--- config.mk ---
export PLATFORM = sky130hd
export DESIGN_NAME = gregorian_date_add_days_core
export DESIGN_NICKNAME = d
export VERILOG_FILES = /design/src/rtl/gda_pkg.sv /design/src/rtl/gregorian_date_add_days_core.sv /design/src/rtl/gda_mod400.sv
export VERILOG_INCLUDE_DIRS = /design/src /design/src/rtl
export SDC_FILE = /design/constraint.sdc
export NUM_CORES = 1
export LEC_CHECK = 0
export BUFFER_PORTS_ARGS = -buffer_cell sky130_fd_sc_hd__buf_4
export CELL_PAD_IN_SITES_DETAIL_PLACEMENT = 1
export CELL_PAD_IN_SITES_GLOBAL_PLACEMENT = 2
export CORE_MARGIN = 2
export CORE_UTILIZATION = 37
export DETAILED_ROUTE_END_ITERATION = 8
export GPL_TIMING_DRIVEN = 0
export HOLD_SLACK_MARGIN = 0.03
export PLACE_DENSITY = 0.87
export SLEW_MARGIN = 20
export SYNTH_ARGS = -nofsm -noshare
export SYNTH_HDL_FRONTEND = slang
export SYNTH_SLANG_ARGS = --single-unit
--- constraint.sdc ---
create_clock -name clock -period 4.6 [get_ports clock]
set_input_delay 0 -clock clock [delete_from_list [all_inputs] [get_ports clock]]
set_output_delay 0 -clock clock [all_outputs]
set_load 0.02 [all_outputs]
--- src/rtl/gregorian_date_add_days_core_defines.svh ---
// Assertion macros shared by the date adder RTL.
`ifndef GREGORIAN_DATE_ADD_DAYS_CORE_DEFINES_SVH
`define GREGORIAN_DATE_ADD_DAYS_CORE_DEFINES_SVH

// Same-cycle implication, checked on clock, disabled in reset
`define GDA_ASSERT_NOW(lbl, ant, con, msg) \
   lbl: assert property (@(posedge clock) disable iff (reset) (ant) |-> (con)) else $error(msg);

// Next-cycle implication, checked on clock, disabled in reset
`define GDA_ASSERT_NEXT(lbl, ant, con, msg) \
   lbl: assert property (@(posedge clock) disable iff (reset) (ant) |=> (con)) else $error(msg);

`endif

--- src/rtl/gda_pkg.sv ---
// Shared types, calendar constants and month-length helpers for the date adder.
package gda_pkg;

   localparam int DAY_BITS   = 5;
   localparam int MONTH_BITS = 4;
   localparam int MOD_BITS   = 9;

   // Leap cycle of the Gregorian calendar and its century marks
   localparam logic [MOD_BITS-1:0] CYCLE_YEARS = 9'd400;
   localparam logic [MOD_BITS-1:0] CENTURY_1   = 9'd100;
   localparam logic [MOD_BITS-1:0] CENTURY_2   = 9'd200;
   localparam logic [MOD_BITS-1:0] CENTURY_3   = 9'd300;
   localparam logic [MOD_BITS-1:0] CYCLE_LAST  = CYCLE_YEARS - 9'd1;

   localparam logic [MONTH_BITS-1:0] MONTH_JAN = 4'd1;
   localparam logic [MONTH_BITS-1:0] MONTH_FEB = 4'd2;
   localparam logic [MONTH_BITS-1:0] MONTH_APR = 4'd4;
   localparam logic [MONTH_BITS-1:0] MONTH_JUN = 4'd6;
   localparam logic [MONTH_BITS-1:0] MONTH_SEP = 4'd9;
   localparam logic [MONTH_BITS-1:0] MONTH_NOV = 4'd11;
   localparam logic [MONTH_BITS-1:0] MONTH_DEC = 4'd12;

   localparam logic [DAY_BITS-1:0] DAYS_FEB  = 5'd28;
   localparam logic [DAY_BITS-1:0] DAYS_LEAP = 5'd29;
   localparam logic [DAY_BITS-1:0] DAYS_30   = 5'd30;
   localparam logic [DAY_BITS-1:0] DAYS_31   = 5'd31;
   localparam logic [DAY_BITS-1:0] DAY_FIRST = 5'd1;

   // Status from the year reducer to the sequencer
   typedef struct packed {
      logic                done;
      logic [MOD_BITS-1:0] rem;
   } red_status_type;

   // Leap year from the low year bits and the year modulo 400
   function automatic logic is_leap(input logic [1:0] y_low, input logic [MOD_BITS-1:0] y_mod);
      is_leap = (y_low == 2'd0) && (y_mod != CENTURY_1) && (y_mod != CENTURY_2) &&
                (y_mod != CENTURY_3);
   endfunction

   // Days in a month (month already clamped to 1..12)
   function automatic logic [DAY_BITS-1:0] month_len(input logic [MONTH_BITS-1:0] m,
                                                     input logic leap);
      logic [DAY_BITS-1:0] n;
      case (m)
         MONTH_FEB: n = leap ? DAYS_LEAP : DAYS_FEB;
         MONTH_APR, MONTH_JUN, MONTH_SEP, MONTH_NOV: n = DAYS_30;
         default: n = DAYS_31;
      endcase
      month_len = n;
   endfunction

endpackage

--- src/rtl/gregorian_date_add_days_core.sv ---
// Gregorian date adder: sequencer, month stepper and result register.
// Adds add_count days to a Gregorian date one month boundary per cycle. After
// a transaction is accepted the year is reduced modulo 400 by a reciprocal
// multiply, the start day is clamped, one month is crossed per step, a last
// step finishes the in-month part (or sees the count used up), and the result
// register is loaded. req_tready is thus low from acceptance until the result
// register is loaded; a result still waiting in the output register stretches
// this wait. A start month of 0 reads as January, 13..15 as December; a start
// day of 0 reads as 1 and a day past the month end as the last day. When the
// year would pass its top value it holds there and year_overflow is set. The
// finished result sits in an output register, so a new transaction may be
// taken while it waits.
`include "gregorian_date_add_days_core_defines.svh"

module gregorian_date_add_days_core #(
   parameter int YEAR_BITS  = 14,
   parameter int COUNT_BITS = 16
) (
   input  logic clock,
   input  logic reset,
   input  logic req_tvalid,
   output logic req_tready,
   // start_day[4:0], start_month[8:5], start_year, add_count, zero pad
   input  logic [(((9 + YEAR_BITS + COUNT_BITS) + 7) / 8) * 8 - 1:0] req_tdata,
   output logic rsp_tvalid,
   input  logic rsp_tready,
   // end_day[4:0], end_month[8:5], end_year, year_overflow, zero pad
   output logic [(((10 + YEAR_BITS) + 7) / 8) * 8 - 1:0] rsp_tdata
);
   import gda_pkg::*;

   localparam int OUT_W = (((10 + YEAR_BITS) + 7) / 8) * 8;
   localparam int Y_LSB = DAY_BITS + MONTH_BITS;
   localparam int C_LSB = Y_LSB + YEAR_BITS;
   localparam logic [YEAR_BITS-1:0] YEAR_MAX = {YEAR_BITS{1'b1}};

   localparam logic [2:0] ST_IDLE   = 3'd0;
   localparam logic [2:0] ST_REDUCE = 3'd1;
   localparam logic [2:0] ST_CLAMP  = 3'd2;
   localparam logic [2:0] ST_STEP   = 3'd3;
   localparam logic [2:0] ST_DONE   = 3'd4;

   logic [2:0]            state_ff, state_in;
   logic [DAY_BITS-1:0]   d_ff, d_in;
   logic [MONTH_BITS-1:0] m_ff, m_in;
   logic [YEAR_BITS-1:0]  y_ff, y_in;
   logic [COUNT_BITS-1:0] rem_ff, rem_in;
   logic [MOD_BITS-1:0]   mod_ff, mod_in;
   logic                  ovf_ff, ovf_in;
   logic                  rsp_valid_ff, rsp_valid_in;
   logic [OUT_W-1:0]      rsp_data_ff, rsp_data_in;

   logic                  accept_w;
   logic [MONTH_BITS-1:0] start_month_w;
   logic                  leap_w;
   logic [DAY_BITS-1:0]   len_w;
   logic [DAY_BITS-1:0]   left_w;
   red_status_type        red_status;
   logic                  day_ok_w;
   logic                  rsp_month_ok_w;
   logic                  rsp_sat_ok_w;

   assign req_tready = (state_ff == ST_IDLE);
   assign accept_w   = req_tvalid && req_tready;

   // Year reducer for the leap test
   gda_mod400 #(
      .YEAR_BITS (YEAR_BITS)
   ) u_mod400 (
      .clock  (clock),
      .reset  (reset),
      .start  (accept_w),
      .year   (req_tdata[Y_LSB +: YEAR_BITS]),
      .status (red_status)
   );

   // Month clamp on the incoming field
   always_comb begin
      start_month_w = req_tdata[DAY_BITS +: MONTH_BITS];
      if (start_month_w == '0) begin
         start_month_w = MONTH_JAN;
      end else if (start_month_w > MONTH_DEC) begin
         start_month_w = MONTH_DEC;
      end
   end

   // Current month length and days left in it
   assign leap_w = is_leap(y_ff[1:0], mod_ff);
   assign len_w  = month_len(m_ff, leap_w);
   assign left_w = len_w - d_ff;

   // Sequencer and month stepper
   always_comb begin
      state_in     = state_ff;
      d_in         = d_ff;
      m_in         = m_ff;
      y_in         = y_ff;
      rem_in       = rem_ff;
      mod_in       = mod_ff;
      ovf_in       = ovf_ff;
      rsp_valid_in = rsp_valid_ff && !rsp_tready;
      rsp_data_in  = rsp_data_ff;
      case (state_ff)
         ST_IDLE: begin
            if (accept_w) begin
               d_in     = req_tdata[DAY_BITS-1:0];
               m_in     = start_month_w;
               y_in     = req_tdata[Y_LSB +: YEAR_BITS];
               rem_in   = req_tdata[C_LSB +: COUNT_BITS];
               ovf_in   = 1'b0;
               state_in = ST_REDUCE;
            end
         end
         ST_REDUCE: begin
            if (red_status.done) begin
               mod_in   = red_status.rem;
               state_in = ST_CLAMP;
            end
         end
         ST_CLAMP: begin
            if (d_ff == '0) begin
               d_in = DAY_FIRST;
            end else if (d_ff > len_w) begin
               d_in = len_w;
            end
            state_in = ST_STEP;
         end
         ST_STEP: begin
            if (rem_ff == '0) begin
               state_in = ST_DONE;
            end else if (rem_ff > COUNT_BITS'(left_w)) begin
               // Cross into the next month
               rem_in = rem_ff - COUNT_BITS'({1'b0, left_w} + 6'd1);
               d_in   = DAY_FIRST;
               if (m_ff == MONTH_DEC) begin
                  m_in = MONTH_JAN;
                  if (y_ff == YEAR_MAX) begin
                     ovf_in = 1'b1;
                  end else begin
                     y_in   = y_ff + 1'b1;
                     mod_in = (mod_ff == CYCLE_LAST) ? '0 : mod_ff + 1'b1;
                  end
               end else begin
                  m_in = m_ff + 1'b1;
               end
            end else begin
               // Remainder fits in this month
               d_in     = d_ff + rem_ff[DAY_BITS-1:0];
               rem_in   = '0;
               state_in = ST_DONE;
            end
         end
         ST_DONE: begin
            if (!rsp_valid_ff || rsp_tready) begin
               rsp_data_in  = OUT_W'({ovf_ff, y_ff, m_ff, d_ff});
               rsp_valid_in = 1'b1;
               state_in     = ST_IDLE;
            end
         end
         default: begin
            state_in = ST_IDLE;
         end
      endcase
   end

   // Control registers
   always_ff @(posedge clock) begin
      if (reset) begin
         state_ff     <= ST_IDLE;
         rsp_valid_ff <= 1'b0;
      end else begin
         state_ff     <= state_in;
         rsp_valid_ff <= rsp_valid_in;
      end
   end

   // Datapath registers
   always_ff @(posedge clock) begin
      d_ff        <= d_in;
      m_ff        <= m_in;
      y_ff        <= y_in;
      rem_ff      <= rem_in;
      mod_ff      <= mod_in;
      ovf_ff      <= ovf_in;
      rsp_data_ff <= rsp_data_in;
   end

   assign rsp_tvalid = rsp_valid_ff;
   assign rsp_tdata  = rsp_data_ff;

   // Checks
   assign day_ok_w       = (d_ff != '0) && (d_ff <= len_w);
   assign rsp_month_ok_w = (rsp_tdata[DAY_BITS +: MONTH_BITS] != '0) &&
                           (rsp_tdata[DAY_BITS +: MONTH_BITS] <= MONTH_DEC);
   assign rsp_sat_ok_w   = !rsp_tdata[Y_LSB + YEAR_BITS] ||
                           (rsp_tdata[Y_LSB +: YEAR_BITS] == YEAR_MAX);

   `GDA_ASSERT_NEXT(a_busy_after_accept, accept_w, !req_tready, "ready high after accept")
   `GDA_ASSERT_NOW(a_day_in_month, state_ff == ST_STEP, day_ok_w, "day outside month")
   `GDA_ASSERT_NOW(a_rsp_month_range, rsp_tvalid, rsp_month_ok_w, "result month out of range")
   `GDA_ASSERT_NOW(a_ovf_saturates, rsp_tvalid, rsp_sat_ok_w, "overflow without saturated year")

endmodule

--- src/rtl/gda_mod400.sv ---
// Year-modulo-400 reducer: reciprocal multiply, then multiply back and subtract.
module gda_mod400 #(
   parameter int YEAR_BITS = 14
) (
   input  logic                     clock,
   input  logic                     reset,
   input  logic                     start,
   input  logic [YEAR_BITS-1:0]     year,
   output gda_pkg::red_status_type  status
);
   import gda_pkg::*;

   // floor(year / 400) = (year * RECIP) >> SHIFT for every YEAR_BITS-wide year
   localparam int SHIFT      = YEAR_BITS + MOD_BITS;
   localparam int RECIP_BITS = YEAR_BITS + 1;
   localparam int PROD_BITS  = YEAR_BITS + RECIP_BITS;
   localparam int QUOT_BITS  = YEAR_BITS - 8;
   localparam logic [RECIP_BITS-1:0] RECIP =
      RECIP_BITS'(((64'd1 << SHIFT) + 64'(CYCLE_LAST)) / 64'(CYCLE_YEARS));

   logic [YEAR_BITS-1:0] year_ff, year_in;
   logic [QUOT_BITS-1:0] quot_ff, quot_in;
   logic [MOD_BITS-1:0]  rem_ff, rem_in;
   logic                 mul_step_ff, mul_step_in;
   logic                 sub_step_ff, sub_step_in;
   logic                 done_ff, done_in;
   logic [PROD_BITS-1:0] prod_w;
   logic [YEAR_BITS-1:0] back_w;
   logic [MOD_BITS-1:0]  diff_w;

   // Quotient estimate, then the year less 400 times the quotient
   assign prod_w = PROD_BITS'(year_ff) * PROD_BITS'(RECIP);
   assign back_w = YEAR_BITS'(quot_ff) * YEAR_BITS'(CYCLE_YEARS);
   assign diff_w = MOD_BITS'(year_ff - back_w);

   // Next-state logic: load, multiply, subtract
   always_comb begin
      year_in     = year_ff;
      quot_in     = quot_ff;
      rem_in      = rem_ff;
      mul_step_in = start;
      sub_step_in = mul_step_ff;
      done_in     = sub_step_ff;
      if (start) begin
         year_in = year;
      end
      if (mul_step_ff) begin
         quot_in = prod_w[SHIFT +: QUOT_BITS];
      end
      if (sub_step_ff) begin
         rem_in = diff_w;
      end
   end

   // Control registers
   always_ff @(posedge clock) begin
      if (reset) begin
         mul_step_ff <= 1'b0;
         sub_step_ff <= 1'b0;
         done_ff     <= 1'b0;
      end else begin
         mul_step_ff <= mul_step_in;
         sub_step_ff <= sub_step_in;
         done_ff     <= done_in;
      end
   end

   // Datapath registers
   always_ff @(posedge clock) begin
      year_ff <= year_in;
      quot_ff <= quot_in;
      rem_ff  <= rem_in;
   end

   assign status.done = done_ff;
   assign status.rem  = rem_ff;

endmodule

==> metrics.md <==
| Metric | Value |
|---|---|
| Critical Path Sink Type | `flip-flop` |
| Total power of the final layout | `around 0.0053 W` |
| Sort of element at the start of the critical path | `flip-flop` |
| Area of all placed cells without fillers | `11350 um^2` |
| Max-slew headroom at the worst pin | `around 36%` |
| Sequential area share after synthesis | `a little over a third` |
| Place WS | `-0.6471 ns` |
| Min Clock Period, post-route | `4.796 ns` |
| Total of max-cap violations | `0` |
| Die outline height | `158.7 um` |
| Via count | `a little under 7000` |
| Met1 track demand over resource | `about 25%` |
| Post-layout net count | `1233` |
| Horizontal extent of the die | `158.7 um` |
| Most frequently used flop master after synthesis | `sky130_fd_sc_hd__edfxtp_1` |
| Run status | `finished, violations left` |
| CP max FO | `3` |
| Core box area | `23470 um^2` |
| Setup violators final | `4` |
| Maximum count of clock buffers along a single path | `2` |
| Data required, critical path | `roughly 4.7 ns` |
| Residual antenna-violating net count after detailed routing | `0` |
| Starting utilization of the core area | `around 38%` |
| Number of synthesized register bits | `108` |
| CTS clk-pin slew, worst paths | `0.09 ns` |
| Setup repair after global routing missed its margin | `true` |
| Drt total wl | `25980 um` |
| Area Overhead vs Synth | `28.20%` |
| Portion of the clock cycle consumed by the worst path in the final layout | `104.3%` |
| Average size of a mapped cell | `about 11 um^2` |
| Final-report max-slew violation count | `0` |
| Cells after synthesis | `833` |
| Clock tree from TritonCTS | `done` |
| Worst hold margin | `around 0.06 ns` |
| Vias per cell | `5.126` |
| Failing checks | `negative setup slack` |
| Maximum clock rate | `208.5 MHz` |
| Worst-Margin Slew | `between 0.9 and 1 ns` |
| Via count of the first global-routing pass | `7174` |
| GRT met2 Usage | `33.76%` |
| Class of the most critical hold timing path | `in -> reg` |
| Insertion delay to the later sink of the worst-skew pair | `0.36 ns` |
| Critical path type | `reg -> reg` |
| Initial drt markers | `435` |
| Arrival time of the worst setup path | `4.91 ns` |
| Half-perimeter wire length of the detailed placement result | `17650 um` |
| Placer congestion estimate | `0.7836` |
| Most instantiated library cell after synthesis | `sky130_fd_sc_hd__inv_1` |
| Number of levels the H-tree was split into | `3` |
| First-pass GRT wire length | `38630 um` |
| Power per cell area | `463.0 nW/um^2` |
| Number of antenna diodes | `0` |
| Number of flops mapped to enable cells by yosys | `101` |
| Portion of synthesized cell area occupied by the leading cell type | `34.25%` |
| Static leakage | `4.912 nW` |
| Maximum number of pins on one net before global-route repair | `25` |
| Final clock skew | `0.01637 ns` |
| Mean routed wirelength per cell | `19.58 um` |
| Sum of overflow across all layers after global routing | `0` |
| Die ar. | `between 20000 and 30000 um^2` |
| I/O Buffers | `68` |
| DR DRC count | `0` |
| Clk Tree Root Cell | `sky130_fd_sc_hd__clkbuf_16` |
| Number of warnings printed during yosys synthesis | `0` |
| Mapped Area | `8856 um^2` |
| Hold Violations, Final | `0` |
| Global routing met3 resource utilization | `3.318%` |
| TritonRoute pass-1 iters | `5` |
| Initial antenna violation count | `0` |
| Ranking of synthesized cells by area | `sky130_fd_sc_hd__edfxtp_1 (34%), sky130_fd_sc_hd__ha_1 (17%), sky130_fd_sc_hd__fa_1 (15%)` |
| Ratio of cells with drive above 1 in the final layout | `21.92%` |
| Final WS setup | `-0.1959 ns` |
| Number of buffers added by the clock tree synthesis step | `9` |
| Worst vdd rail ir drop | `0.3551 mV` |
| Most common library cells after synthesis | `sky130_fd_sc_hd__inv_1 (149), sky130_fd_sc_hd__ha_1 (120), sky130_fd_sc_hd__edfxtp_1 (101)` |
| Net count after synthesis | `between 1000 and 1500` |
| GR Util All Layers | `19.45%` |
| Layer with the highest usage after global routing | `met2` |
| Post-synthesis async set-or-reset flop share | `0%` |
| Yosys top cell by area | `sky130_fd_sc_hd__edfxtp_1` |
| Number of distinct library cells after synthesis | `63` |
| Ports | `70` |
| Site row count | `56` |
| Instance area at placement | `9781 um^2` |
| # clock sinks | `108` |
layer usage:
layer	vias up	wire length, um	share of wire, %
li1	3179	-	-
met1	3420	10890	42
met2	163	13420	52
met3	40	876	3.4
met4	0	792	3.0
met5	-	0	0
repair_timing:
action                                  4_1_cts  5_1_grt
pin swaps                                    15       48
gates resized for setup                      16       78
endpoints found under the hold margin        59        0
gates cloned                                  0        0
hold buffers                                 39        0
buffers inserted                             23       29
endpoints found under the setup margin       28       38
layout make-up:
cell class,instances,area [um^2]
Tap cell,319,399.1
Clock buffer,9,225.2
Multi-Input combinational cell,561,5507
Timing Repair Buffer,159,1341
Clock inverter,7,75.07
Fill cell,2519,12120
Sequential cell,108,3173
Buffer,12,61.31
Inverter,152,571.8
registers in the layout (all words and copies together), names as in the netlist, 3 cells and up:
signal            flops
d_ff                  5
m_ff                  4
mod_ff                9
rem_ff               16
rsp_tdata            24
state_ff              3
u_mod400.quot_ff      5
u_mod400.rem_ff       9
u_mod400.year_ff     14
y_ff                 14
worst max-delay path: stages, from the launching register on:
cell and delay, ns:
sky130_fd_sc_hd__edfxtp_1 0.43, sky130_fd_sc_hd__buf_6 0.16, sky130_fd_sc_hd__buf_4 0.15, sky130_fd_sc_hd__fa_1 0.45, sky130_fd_sc_hd__ha_1 0.32, sky130_fd_sc_hd__inv_2 0.04
sky130_fd_sc_hd__fa_1 0.52, sky130_fd_sc_hd__inv_2 0.05, sky130_fd_sc_hd__fa_2 0.57, sky130_fd_sc_hd__fa_2 0.48, sky130_fd_sc_hd__ha_4 0.25, sky130_fd_sc_hd__a211oi_2 0.18
sky130_fd_sc_hd__o21bai_1 0.12, sky130_fd_sc_hd__a221o_1 0.40, sky130_fd_sc_hd__a211oi_4 0.33, sky130_fd_sc_hd__xnor2_1 0.11
worst paths after layout:
| path | start | endpoint | slack [ns] | cells after the start |
|---|---|---|---|---|
| hold reg to reg | ovf_ff$_DFFE_PP_ | rsp_tdata[23]$_DFFE_PP_ | 0.45 | 0 |
| hold / removal | req_tvalid | u_mod400.mul_step_ff$_SDFF_PP0_ | 0.06 | 3 |
| setup / recovery | u_mod400.year_ff[10]$_DFFE_PP_ | u_mod400.quot_ff[4]$_DFFE_PP_ | -0.20 | 15 |
| setup reg to reg | u_mod400.year_ff[10]$_DFFE_PP_ | u_mod400.quot_ff[4]$_DFFE_PP_ | -0.20 | 15 |
cell families (layout without fill, tap and decap cells):
kind of cell / after synthesis / in the layout / share of synthesized area (%)
AOI/OAI and AO/OA: 141 / 141 / 10.07
buffers and inverters: 164 / 339 / 7.149
muxes: 1 / 1 / 0.1130
and+or+nand+nor: 177 / 177 / 9.424
adders and majority gates: 186 / 186 / 31.87
DFF: 108 / 108 / 35.83
xor gates and xnor gates: 56 / 56 / 5.538
power by group:
group	switching [W]	total (W)	internal, W
sequential	0.0000538	0.00120	0.00115
combinational	0.00175	0.00326	0.00150
clock	0.000409	0.000797	0.000389
total	0.00222	0.00526	0.00304
layout by cell type (no fill, tap or decap), types with 5 or more instances in the layout:
master / synthesis / routed
sky130_fd_sc_hd__edfxtp_1: 101 / 101
sky130_fd_sc_hd__fa_2: 0 / 8
sky130_fd_sc_hd__nor4_1: 9 / 8
sky130_fd_sc_hd__a21oi_1: 33 / 25
sky130_fd_sc_hd__xor2_1: 14 / 14
sky130_fd_sc_hd__buf_6: 1 / 11
sky130_fd_sc_hd__nand2_1: 73 / 73
sky130_fd_sc_hd__inv_2: 2 / 17
sky130_fd_sc_hd__a21o_1: 10 / 10
sky130_fd_sc_hd__buf_4: 2 / 111
sky130_fd_sc_hd__clkbuf_16: 0 / 9
sky130_fd_sc_hd__o211ai_1: 7 / 7
sky130_fd_sc_hd__a21oi_2: 1 / 5
sky130_fd_sc_hd__o21bai_1: 6 / 6
sky130_fd_sc_hd__fa_1: 66 / 58
sky130_fd_sc_hd__o21ai_0: 41 / 37
sky130_fd_sc_hd__xnor2_1: 42 / 39
sky130_fd_sc_hd__nor2_1: 30 / 27
sky130_fd_sc_hd__o21ai_1: 11 / 14
sky130_fd_sc_hd__nand2b_1: 7 / 7
sky130_fd_sc_hd__inv_1: 149 / 134
sky130_fd_sc_hd__nand4_1: 6 / 6
sky130_fd_sc_hd__nand3_1: 16 / 15
sky130_fd_sc_hd__clkbuf_1: 7 / 7
sky130_fd_sc_hd__ha_1: 120 / 100
sky130_fd_sc_hd__nor2b_1: 5 / 5
sky130_fd_sc_hd__dfxtp_1: 7 / 7
sky130_fd_sc_hd__dlygate4sd3_1: 0 / 39
sky130_fd_sc_hd__ha_4: 0 / 18
sky130_fd_sc_hd__nor3_1: 13 / 12
stage by stage:
stage          utilization [%]  instances  setup TNS (ns)
2_1_floorplan                -        833               0
3_3_place_gp             41.60       1220          -12.55
3_5_place_dp             41.67       1221          -8.805
4_1_cts                  45.96       1299        -0.07575
5_1_grt                  48.37       1327          -1.575
6_report                 48.37       1327         -0.4446
(Power assumes the default switching activity.)
